`src/rtl/wfr_pkg.sv`:
```
// WebSocket frame receiver: shared types and constants.
// No dependencies; used by every module of the receiver.
`timescale 1ns / 1ps
package wfr_pkg;

    // Result kinds
    localparam logic [2:0] KIND_DATA  = 3'd0;
    localparam logic [2:0] KIND_PING  = 3'd1;
    localparam logic [2:0] KIND_EMPTY = 3'd2;
    localparam logic [2:0] KIND_CLOSE = 3'd3;
    localparam logic [2:0] KIND_BAD   = 3'd4;

    // Frame opcodes
    localparam logic [3:0] OP_BINARY = 4'd2;
    localparam logic [3:0] OP_CLOSE  = 4'd8;
    localparam logic [3:0] OP_PING   = 4'd9;
    localparam logic [3:0] OP_PONG   = 4'd10;

    // Header byte fields
    localparam logic [7:0] HDR_TOP_BIT  = 8'h80;
    localparam logic [7:0] HDR_OP_MASK  = 8'h0F;
    localparam logic [6:0] LEN_EXT16    = 7'h7E;
    localparam logic [6:0] LEN_EXT64    = 7'h7F;

    // Extended length and mask key byte counts, minus one
    localparam logic [2:0] EXT16_LAST = 3'd1;
    localparam logic [2:0] EXT64_LAST = 3'd7;
    localparam logic [2:0] KEY_LAST   = 3'd3;

    // Event handed from the parser to the output stage
    typedef struct packed {
        logic [7:0] data;
        logic [7:0] key;
        logic [2:0] kind;
        logic [3:0] opcode;
        logic       fin;
        logic       last;
    } t_event;

endpackage

```
`src/rtl/wfr_front.sv`:
```
// WebSocket frame receiver: header parser and byte classifier.
// Depends on wfr_pkg (t_event, kind and opcode constants).
`timescale 1ns / 1ps
module wfr_front (
    input  logic              i_clk,
    input  logic              i_rst_n,
    input  logic              i_accept,
    input  logic [7:0]        i_byte,
    output logic              o_ev_valid,
    output wfr_pkg::t_event   o_ev
);

    typedef enum logic [2:0] {
        PH_HDR1 = 3'd0,
        PH_HDR2 = 3'd1,
        PH_EXT  = 3'd2,
        PH_KEY  = 3'd3,
        PH_PAY  = 3'd4
    } t_phase;

    t_phase      r_phase, n_phase;
    logic [2:0]  r_ext, n_ext;
    logic        r_fin, n_fin;
    logic        r_mask, n_mask;
    logic [3:0]  r_op, n_op;
    logic [63:0] r_len, n_len;
    logic [31:0] r_key, n_key;
    logic [1:0]  r_kidx, n_kidx;
    logic        r_stopped, n_stopped;

    always_comb begin
        logic        l_after;
        logic        l_start;
        logic [63:0] l_len;
        logic [63:0] l_dec;
        logic [7:0]  l_kbyte;

        n_phase   = r_phase;
        n_ext     = r_ext;
        n_fin     = r_fin;
        n_mask    = r_mask;
        n_op      = r_op;
        n_len     = r_len;
        n_key     = r_key;
        n_kidx    = r_kidx;
        n_stopped = r_stopped;
        l_after   = 1'b0;
        l_start   = 1'b0;
        l_len     = r_len;
        l_dec     = r_len - 64'd1;
        l_kbyte   = 8'd0;

        o_ev_valid  = 1'b0;
        o_ev.data   = 8'd0;
        o_ev.key    = 8'd0;
        o_ev.kind   = wfr_pkg::KIND_DATA;
        o_ev.opcode = r_op;
        o_ev.fin    = r_fin;
        o_ev.last   = 1'b1;

        if (i_accept && !r_stopped) begin
            case (r_phase)
                PH_HDR2: begin
                    n_mask = |(i_byte & wfr_pkg::HDR_TOP_BIT);
                    if (i_byte[6:0] == wfr_pkg::LEN_EXT16 ||
                        i_byte[6:0] == wfr_pkg::LEN_EXT64) begin
                        n_len   = 64'd0;
                        n_ext   = (i_byte[6:0] == wfr_pkg::LEN_EXT16) ?
                                  wfr_pkg::EXT16_LAST : wfr_pkg::EXT64_LAST;
                        n_phase = PH_EXT;
                    end else begin
                        l_len   = {57'd0, i_byte[6:0]};
                        l_after = 1'b1;
                    end
                end
                PH_EXT: begin
                    l_len = {r_len[55:0], i_byte};
                    n_len = l_len;
                    if (r_ext == 3'd0) begin
                        l_after = 1'b1;
                    end else begin
                        n_ext = r_ext - 3'd1;
                    end
                end
                PH_KEY: begin
                    n_key = {r_key[23:0], i_byte};
                    if (r_ext == 3'd0) begin
                        l_len   = r_len;
                        l_start = 1'b1;
                    end else begin
                        n_ext = r_ext - 3'd1;
                    end
                end
                PH_PAY: begin
                    if (r_mask) begin
                        case (r_kidx)
                            2'd0:    l_kbyte = r_key[31:24];
                            2'd1:    l_kbyte = r_key[23:16];
                            2'd2:    l_kbyte = r_key[15:8];
                            default: l_kbyte = r_key[7:0];
                        endcase
                    end
                    n_kidx = r_kidx + 2'd1;
                    n_len  = l_dec;
                    if (l_dec == 64'd0) begin
                        n_phase = PH_HDR1;
                    end
                    if (r_op != wfr_pkg::OP_PONG) begin
                        o_ev_valid = 1'b1;
                        o_ev.data  = i_byte;
                        o_ev.key   = l_kbyte;
                        o_ev.kind  = (r_op == wfr_pkg::OP_PING) ?
                                     wfr_pkg::KIND_PING : wfr_pkg::KIND_DATA;
                        o_ev.last  = (l_dec == 64'd0);
                    end
                end
                default: begin
                    // first header byte; RSV bits ignored
                    n_fin   = |(i_byte & wfr_pkg::HDR_TOP_BIT);
                    n_op    = 4'(i_byte & wfr_pkg::HDR_OP_MASK);
                    n_phase = PH_HDR2;
                end
            endcase

            // length complete: masked frames still need the key
            if (l_after) begin
                n_len = l_len;
                if (n_mask) begin
                    n_phase = PH_KEY;
                    n_ext   = wfr_pkg::KEY_LAST;
                    n_key   = 32'd0;
                end else begin
                    l_start = 1'b1;
                end
            end

            // last header byte: decide what the frame does
            if (l_start) begin
                n_len   = l_len;
                n_kidx  = 2'd0;
                n_phase = PH_HDR1;
                if (r_op inside {[4'd0:wfr_pkg::OP_BINARY], wfr_pkg::OP_PING,
                                 wfr_pkg::OP_PONG}) begin
                    if (l_len == 64'd0) begin
                        if (r_op != wfr_pkg::OP_PONG) begin
                            o_ev_valid = 1'b1;
                            o_ev.kind  = wfr_pkg::KIND_EMPTY;
                        end
                    end else begin
                        n_phase = PH_PAY;
                    end
                end else begin
                    n_stopped  = 1'b1;
                    o_ev_valid = 1'b1;
                    o_ev.kind  = (r_op == wfr_pkg::OP_CLOSE) ?
                                 wfr_pkg::KIND_CLOSE : wfr_pkg::KIND_BAD;
                end
            end
        end
    end

    always_ff @(posedge i_clk) begin
        if (!i_rst_n) begin
            r_phase   <= PH_HDR1;
            r_ext     <= 3'd0;
            r_fin     <= 1'b0;
            r_mask    <= 1'b0;
            r_op      <= 4'd0;
            r_len     <= 64'd0;
            r_key     <= 32'd0;
            r_kidx    <= 2'd0;
            r_stopped <= 1'b0;
        end else begin
            r_phase   <= n_phase;
            r_ext     <= n_ext;
            r_fin     <= n_fin;
            r_mask    <= n_mask;
            r_op      <= n_op;
            r_len     <= n_len;
            r_key     <= n_key;
            r_kidx    <= n_kidx;
            r_stopped <= n_stopped;
        end
    end

endmodule

```
`src/rtl/wfr_queue.sv`:
```
// WebSocket frame receiver: small event queue between parser and output stage.
// Depends on wfr_pkg (t_event).
`timescale 1ns / 1ps
module wfr_queue #(
    parameter int DEPTH = 4
) (
    input  logic              i_clk,
    input  logic              i_rst_n,
    input  logic              i_push,
    input  wfr_pkg::t_event   i_ev,
    input  logic              i_pop,
    output logic              o_valid,
    output wfr_pkg::t_event   o_ev,
    output logic              o_full
);

    localparam int PW = (DEPTH > 1) ? $clog2(DEPTH) : 1;
    localparam int CW = $clog2(DEPTH + 1);
    localparam logic [PW-1:0] LAST_PTR = PW'(DEPTH - 1);
    localparam logic [CW-1:0] FULL_CNT = CW'(DEPTH);

    wfr_pkg::t_event r_mem [DEPTH];
    logic [PW-1:0]   r_wr, r_rd;
    logic [CW-1:0]   r_cnt;
    logic            w_push, w_pop;

    assign o_full  = (r_cnt == FULL_CNT);
    assign o_valid = (r_cnt != '0);
    assign o_ev    = r_mem[r_rd];
    assign w_push  = i_push && !o_full;
    assign w_pop   = i_pop && o_valid;

    always_ff @(posedge i_clk) begin
        if (w_push) begin
            r_mem[r_wr] <= i_ev;
        end
    end

    always_ff @(posedge i_clk) begin
        if (!i_rst_n) begin
            r_wr  <= '0;
            r_rd  <= '0;
            r_cnt <= '0;
        end else begin
            if (w_push) begin
                r_wr <= (r_wr == LAST_PTR) ? '0 : r_wr + PW'(1);
            end
            if (w_pop) begin
                r_rd <= (r_rd == LAST_PTR) ? '0 : r_rd + PW'(1);
            end
            if (w_push && !w_pop) begin
                r_cnt <= r_cnt + CW'(1);
            end else if (w_pop && !w_push) begin
                r_cnt <= r_cnt - CW'(1);
            end
        end
    end

endmodule

```
`src/rtl/wfr_back.sv`:
```
// WebSocket frame receiver: unmasking and registered output stage.
// Depends on wfr_pkg (t_event).
`timescale 1ns / 1ps
module wfr_back (
    input  logic              i_clk,
    input  logic              i_rst_n,
    input  logic              i_ev_valid,
    input  wfr_pkg::t_event   i_ev,
    output logic              o_ev_pop,
    output logic              o_out_valid,
    input  logic              i_out_ready,
    output logic [7:0]        o_out_byte,
    output logic [2:0]        o_kind,
    output logic [3:0]        o_frame_opcode,
    output logic              o_frame_fin,
    output logic              o_last_of_frame
);

    logic       r_valid;
    logic [7:0] r_byte;
    logic [2:0] r_kind;
    logic [3:0] r_op;
    logic       r_fin;
    logic       r_last;

    assign o_ev_pop = i_ev_valid && (!r_valid || i_out_ready);

    always_ff @(posedge i_clk) begin
        if (!i_rst_n) begin
            r_valid <= 1'b0;
        end else if (!r_valid || i_out_ready) begin
            r_valid <= i_ev_valid;
        end
    end

    always_ff @(posedge i_clk) begin
        if (o_ev_pop) begin
            r_byte <= i_ev.data ^ i_ev.key;
            r_kind <= i_ev.kind;
            r_op   <= i_ev.opcode;
            r_fin  <= i_ev.fin;
            r_last <= i_ev.last;
        end
    end

    assign o_out_valid     = r_valid;
    assign o_out_byte      = r_byte;
    assign o_kind          = r_kind;
    assign o_frame_opcode  = r_op;
    assign o_frame_fin     = r_fin;
    assign o_last_of_frame = r_last;

endmodule

```
`src/rtl/websocket_frame_receiver.sv`:
```
// WebSocket frame receiver top: parser -> event queue -> unmasking output register.
// Throughput: one byte per cycle; the parser takes a byte whenever the queue has room.
// Path: a result is written into the event queue, then into the output register, before it shows.
// Reset: synchronous active-low i_rst_n clears parser state, queue and output valid.
// Depends on wfr_pkg, wfr_front, wfr_queue, wfr_back.
`timescale 1ns / 1ps
module websocket_frame_receiver #(
    parameter int QUEUE_DEPTH = 4
) (
    input  logic       i_clk,
    input  logic       i_rst_n,
    // received byte stream
    input  logic       i_rx_valid,
    output logic       o_rx_ready,
    input  logic [7:0] i_rx_byte,
    // results
    output logic       o_out_valid,
    input  logic       i_out_ready,
    output logic [7:0] o_out_byte,
    output logic [2:0] o_kind,
    output logic [3:0] o_frame_opcode,
    output logic       o_frame_fin,
    output logic       o_last_of_frame
);

    // Each byte makes at most one event, so room for one entry is enough to
    // take a request; the output stage drains the queue on its own.
    logic            w_accept;
    logic            w_ev_valid;
    wfr_pkg::t_event w_ev;
    logic            w_q_valid;
    wfr_pkg::t_event w_q_ev;
    logic            w_q_full;
    logic            w_pop;

    assign o_rx_ready = !w_q_full;
    assign w_accept   = i_rx_valid && o_rx_ready;

    // Header parsing, length counting, key selection, close / bad opcode stop
    wfr_front u_front (
        .i_clk      (i_clk),
        .i_rst_n    (i_rst_n),
        .i_accept   (w_accept),
        .i_byte     (i_rx_byte),
        .o_ev_valid (w_ev_valid),
        .o_ev       (w_ev)
    );

    wfr_queue #(
        .DEPTH (QUEUE_DEPTH)
    ) u_queue (
        .i_clk   (i_clk),
        .i_rst_n (i_rst_n),
        .i_push  (w_ev_valid),
        .i_ev    (w_ev),
        .i_pop   (w_pop),
        .o_valid (w_q_valid),
        .o_ev    (w_q_ev),
        .o_full  (w_q_full)
    );

    // XOR with the selected key byte, hold the result until taken
    wfr_back u_back (
        .i_clk           (i_clk),
        .i_rst_n         (i_rst_n),
        .i_ev_valid      (w_q_valid),
        .i_ev            (w_q_ev),
        .o_ev_pop        (w_pop),
        .o_out_valid     (o_out_valid),
        .i_out_ready     (i_out_ready),
        .o_out_byte      (o_out_byte),
        .o_kind          (o_kind),
        .o_frame_opcode  (o_frame_opcode),
        .o_frame_fin     (o_frame_fin),
        .o_last_of_frame (o_last_of_frame)
    );

endmodule

```
`config.mk`:
```
export PLATFORM = sky130hd
export DESIGN_NAME = websocket_frame_receiver
export DESIGN_NICKNAME = d
export VERILOG_FILES = /design/src/rtl/wfr_pkg.sv /design/src/rtl/wfr_front.sv /design/src/rtl/wfr_queue.sv /design/src/rtl/wfr_back.sv /design/src/rtl/websocket_frame_receiver.sv
export SDC_FILE = /design/constraint.sdc
export NUM_CORES = 1
export LEC_CHECK = 0
export BUFFER_PORTS_ARGS = -buffer_cell sky130_fd_sc_hd__buf_2
export CAP_MARGIN = 20
export CELL_PAD_IN_SITES_DETAIL_PLACEMENT = 1
export CELL_PAD_IN_SITES_GLOBAL_PLACEMENT = 2
export CORE_MARGIN = 4
export CORE_UTILIZATION = 44
export CTS_BUF_LIST = sky130_fd_sc_hd__clkbuf_16
export DETAILED_ROUTE_END_ITERATION = 7
export PLACE_DENSITY = 0.93
export SLEW_MARGIN = 40
export SYNTH_ARGS = -nofsm -noshare
export SYNTH_HDL_FRONTEND = slang
export SYNTH_HIERARCHICAL = 1
export SYNTH_SLANG_ARGS = --single-unit
```
`constraint.sdc`:
```
create_clock -name i_clk -period 6.1 [get_ports i_clk]
set_clock_uncertainty 0.15 [all_clocks]
set_input_delay 0.61 -clock i_clk [delete_from_list [all_inputs] [get_ports i_clk]]
set_output_delay 0.61 -clock i_clk [all_outputs]
set_load 0.005 [all_outputs]
```
======== Word-level counts from Yosys, hierarchy flattened ========
Memories as Yosys holds them, arrays and structs flattened. A register that Yosys moved wholly into a read port is not among the register bits.
Cells that the tools add are included.
operators by class
  $add $sub $neg .......................... 7
  reduce and logical (&&, ||, !) cells .... 30
  muxes and demuxes ....................... 65
  equality and inequality tests ........... 16
  magnitude comparators ................... 2
  bitwise logic cells ..................... 3
operators with widths
  kind                     count
  $mux W64                 5
  $pmux W64 S3             1
  $logic_not A64 Y1        2
  $pmux W64 S2             1
  $mux W32                 3
  $sub A64 B1 Y64 const B  1
  $mux W19                 3
  $mux W3                  19
  $pmux W8 S3              1
  $mux W1                  22
  $eq A7 B7 Y1 const B     2
  $eq A4 B4 Y1 const B     3
  $mux W2                  6
  $pmux W3 S3              1
  $logic_and A1 B1 Y1      8
  $mux W8                  1
  $xor A8 B8 Y8            1
  $add A2 B1 Y2 const B    3
  $eq A2 B2 Y1 const B     3
  $eq A3 B2 Y1 const B     2
  $eq A3 B3 Y1 const B     2
  $pmux W3 S2              1
  $reduce_and A3 Y1        2
  $reduce_bool A3 Y1       2
  19 further kinds         28
storage, ports and cells
  bits of input ports ..................... 12
  memories ................................ 1
  logic and storage cells ................. 142
  output and inout port bits .............. 19
  memory bits (writable) .................. 100
  register bits after elaboration ......... 136
memory list
  name           words  bits a word  read ports  clocked after memory_dff  wr ports  RTL line         text
  u_queue.r_mem  4      25           1           1                         1         wfr_queue.sv:22  wfr_pkg::t_event r_mem [DEPTH];

======== Depth between registers and ports, before layout ========
  depth in word-level cells ............... 15
  mapped depth ............................ 19
  mapped depth without buffers ............ 16

======== Modules after synthesis ========
Netlist, hierarchy kept.
by module, submodules not included
  module                    area each (µm²)  times used  cells an instance
  wfr_front                 7716.2           1           1083
  wfr_queue                 4132.7           1           182
  wfr_back                  628.1            1           29
  websocket_frame_receiver  10.0             1           2

======== Worst setup path before layout ========
Ideal clock, no wire load.
  path kind ............................... reg2reg
  start ................................... register u_front.r_len[0]
  end ..................................... register u_queue.r_cnt[2]
  setup time .............................. 0.076 ns
  setup slack ............................. 1.976 ns
  arrival ................................. 3.899 ns
  cell stages (with the launch flop) ...... 19
  cells stage by stage .................... dfxtp_1 clkbuf_1 or4_1 nor2_1 nand2_1 o31a_1 o31ai_1 nand3_1 o21a_1 a221oi_1 a211o_1 nor2b_1 buf_2 ha_1 inv_1 fa_1 xor2_1 or3_1 a21boi_0
on the way
  longest elaborated chain between the ends .. 12
ends and longest elaborated chain
  element                       RTL line                        text
  start, declared               wfr_front.sv:26                 logic [63:0] r_len, n_len;
  start signal, assigned        wfr_front.sv:179                r_len <= n_len;
  $mux W64                      wfr_front.sv:65                 if (i_byte[6:0] == wfr_pkg::LEN_EXT16 ||
  $pmux W64 S2 (*)              wfr_front.sv:62                 case (r_phase)
  $mux W64 (*)                  wfr_front.sv:61                 if (i_accept && !r_stopped) begin
  $logic_not A64 Y1 (*)         wfr_front.sv:144                if (l_len == 64'd0) begin
  $mux W1 (*)                   wfr_front.sv:144
  $mux W1 (*)                   wfr_front.sv:142                if (r_op inside {[4'd0:wfr_pkg::OP_BINARY], wfr_pkg::OP_PING,
  $mux W1 (*)                   wfr_front.sv:138                if (l_start) begin
  $mux W1 (*)                   wfr_front.sv:61
  named net w_ev_valid          websocket_frame_receiver.sv:29  logic w_ev_valid;
  $logic_and A1 B1 Y1 (*)       wfr_queue.sv:30                 assign w_push = i_push && !o_full;
  named net u_queue.w_push      wfr_queue.sv:25                 logic w_push, w_pop;
  $logic_not A1 Y1              wfr_queue.sv:53                 end else if (w_pop && !w_push) begin
  $logic_and A1 B1 Y1           wfr_queue.sv:53
  $reduce_bool A2 Y1 (no line)  -
  end signal, assigned          wfr_queue.sv:52                 r_cnt <= r_cnt + CW'(1);
  end signal, assigned          wfr_queue.sv:54                 r_cnt <= r_cnt - CW'(1);
  end, declared                 wfr_queue.sv:24                 logic [CW-1:0] r_cnt;
The timed path passes the listed nets; every way through them passes the cells marked *. The select of a mux whose other input is x is not followed.
A chain may end at the register's enable or synchronous reset.

======== Worst setup path in the final report ========
  start ................................... register u_front.r_len[38]
  end ..................................... register u_queue.r_cnt[2]
on the way
  longest elaborated chain between the ends .. 12
ends and longest elaborated chain
  element                       RTL line
  $mux W64                      wfr_front.sv:65
  $pmux W64 S2 (*)              wfr_front.sv:62
  $mux W64 (*)                  wfr_front.sv:61
  $logic_not A64 Y1 (*)         wfr_front.sv:144
  $mux W1 (*)                   wfr_front.sv:144
  $mux W1 (*)                   wfr_front.sv:142
  $mux W1 (*)                   wfr_front.sv:138
  $mux W1 (*)                   wfr_front.sv:61
  named net w_ev_valid          websocket_frame_receiver.sv:29
  $logic_and A1 B1 Y1 (*)       wfr_queue.sv:30
  $logic_not A1 Y1              wfr_queue.sv:53
  $logic_and A1 B1 Y1           wfr_queue.sv:53
  $reduce_bool A2 Y1 (no line)  -
Marks and branches as above.

==> out/qor.csv <==
metric,value,unit
grt_pass1_vias,10460,
ys_seq_area_share,47.54,%
drt-initial-drc-count,860,
rsz0062_at_grt,false,
ys_ff_latch,238,
core-area,0.02786,mm²
synth_mux_area_share,5.471,%
synth_top_area_cell,edfxtp_1,
synth_top_area_share,28.14,%
synthXorXnorAreaFrac,3.577,%
cap_violations,0,
postCtsSetupBuffers,0,
rows,61,
period_share,82.05,%
holdBufCountCts,0,
fillers,3129,
initial_utilization,44.82,%
dieHeight,176.5,µm
groute.usage.overall,24.28,%
worst-path-max-fanout,9,
synth_area,0.01249,mm²
post_cts_resize_count,0,
clock_latency,540,ps
via_count,10310,
synth_warnings,6,
setup_tns,0,ps
htreeDepth,1,
grt_remaining_overflow,0,
die_x,176.5,µm
peakVddDrop,0.0002682,V
numCtsBuffers,26,
synth_top_family_by_area,simple AND/OR/NAND/NOR gates,
hp-class,input port to register,
drive_gt1_share,12.01,%
yosys.cell_types.count,83,
multi_input_area,0.005976,mm²
fp.dieArea,0.03114,mm²
io_buffers,30,
endpoint_kind,register,
hold_violations,0,
antenna_found_initial,0,
clk_pin_slew_worst_paths,60,ps
drc,0,
grt_pass1_wl,60640,µm
drtPass1Iterations,5,
hold_start,i_rx_byte[3],
cp-start-kind,register,
synthFlopType,dfxtp_1,
synth-compound-area-share,17.36,%
cts-root-buf,clkbuf_16,
syn_nets,1323,
viasPerCell,6.208,
fin_crit,5005,ps
synth_simple_gate_area_share,19.32,%
critPathRequiredTime,6400,ps
worst_pin_slew,856.8,ps
p_leak,4.746,nW
cts_buffer_depth,3,
stdcell_area,0.01366,mm²
dp_hpwl,25040,µm
critPathLaunch,u_front/r_len[38]$_SDFFE_PN0P_,
clock.fmax,0.1998,GHz
slew_headroom,42.35,%
diodes,0,
area_delta_synth_final,9.429,%
clock-sinks,238,
ant_nets,0,
grt_max_degree,61,
synth.area.top_cells,"edfxtp_1, dfxtp_1, a21oi_1, nand2_1, nor2_1",
power_density,454.0,mW/mm²
layout_commonest_cell,nand2_1,
crit_type,register to register,
wl_per_cell,23.08,µm
io_pins,31,
area.sequential,0.005937,mm²
slew_viol_final,0,
setup_ws,1095,ps
rrSetupSlack,1100,ps
finalWirelength,38320,µm
synth-edff-count,117,
post-place-ws,1181,ps
setup_viol,0,
final_cell_mix,"nand2_1, nor2_1, dfxtp_1",
cts_tree,built,
outcome,completed,
synthArstFlopShare,0,%
cp.arrival,5310,ps
nets,1290,
gp_congestion,0.8825,
synth_area_per_cell,9.635,µm²
reg2reg_from,u_front/r_len[38]$_SDFFE_PN0P_,
synth_fa_ha_area_share,1.563,%
synthCells,1296,
place_area,0.01280,mm²
[per-layer routing]
| metal | track usage, % | part of all wire, % | vias to the layer above |
|---|---|---|---|
| met2 | 40.81 | 48 | 318 |
| met1 | 33.31 | 44 | 5184 |
| li1 | - | - | 4750 |
| met5 | 0 | 0 | - |
| met3 | 4.004 | 6.0 | 54 |
| met4 | 5.384 | 1.7 | 0 |
[logic make-up (layout without fill, tap and decap cells)]
group	Yosys count	count (layout)
fa+ha+maj	15	15
flops	238	238
compound gates	337	337
buf+inv	146	132
xor+xnor	51	51
mux	35	35
simple gates	474	474
[stage by stage]
stage               instances  hold slack, ps  power, mW  utilization, %
floorplan                1296           285.9      3.921               -
global placement         1612           294.8      4.529           45.86
detailed placement       1613           301.2      4.595           45.96
CTS                      1660           226.4      6.191           48.98
global route             1660           235.3      6.575           49.05
finish                   1660           249.4      6.204           49.05
[cell usage after synthesis (6+ instances only)]
cell        n
a22oi_1    24
nor2_1    127
ha_1       14
nor2b_1    10
a221o_1    14
and2_1     15
buf_2      11
buf_1       6
inv_1      35
a222oi_1   11
xnor2_1    19
buf_6       6
mux2i_1     9
o21ai_0    73
mux4_2     20
nand2_1   141
nand4_1    13
o22ai_1    15
dfxtp_1   121
clkbuf_1   82
a221oi_1   21
a211oi_1   16
a21oi_1   116
or3_1       9
xor2_1     32
nand2b_1    6
nor4_1     27
nor3_2      9
edfxtp_1  117
nor3_1     38
nand3_1    30
o31ai_1     7
[sequential cells by signal, indices dropped and copies added, names as in the netlist, named ones only]
name                    flops
u_front/r_kidx              2
u_back/o_out_valid          1
u_front/r_op                4
u_queue/r_wr                2
u_back/o_frame_opcode       4
u_front/r_stopped           1
u_front/r_len              64
u_front/r_mask              1
u_back/o_last_of_frame      1
u_queue/r_mem             100
u_back/o_out_byte           8
u_back/o_frame_fin          1
u_front/r_ext               3
u_front/r_key              32
u_front/r_fin               1
u_queue/r_cnt               3
u_queue/r_rd                2
u_front/r_phase             3
u_back/o_kind               3
[cell type report]
cell class	instances	share of cell area [%]
multi-input combinational	912	43.73
sequential	238	43.45
clock buffer	26	4.761
tap	378	3.461
timing repair buffer	49	2.198
clock inverter	21	1.410
inverter	36	0.9889
[where the power goes]
part,internal (mW),switching [mW]
sequential,1.88,0.267
combinational,0.873,1.63
clock,0.905,0.653
total,3.66,2.55
[critical path, stage by stage, from the launching register on]
cell	delay, ps
dfxtp_1	420
nor4_2	620
and3_1	300
nor3b_1	330
nand3_1	150
o31ai_1	220
nand3_1	240
o21a_1	260
a221oi_1	290
a211o_1	150
nor2b_1	430
ha_1	280
inv_1	60
fa_1	370
xor2_1	170
or3_1	310
a21boi_0	160
[final timing paths]
kind,to,depth (start not counted)
max,u_queue/r_cnt[2]$_SDFFE_PN0P_,16
min,u_front/r_key[3]$_SDFFE_PN0P_,3
max reg2reg,u_queue/r_cnt[2]$_SDFFE_PN0P_,16
min reg2reg,u_front/r_key[31]$_SDFFE_PN0P_,2
Note: power is estimated with default switching activity, not from simulation.
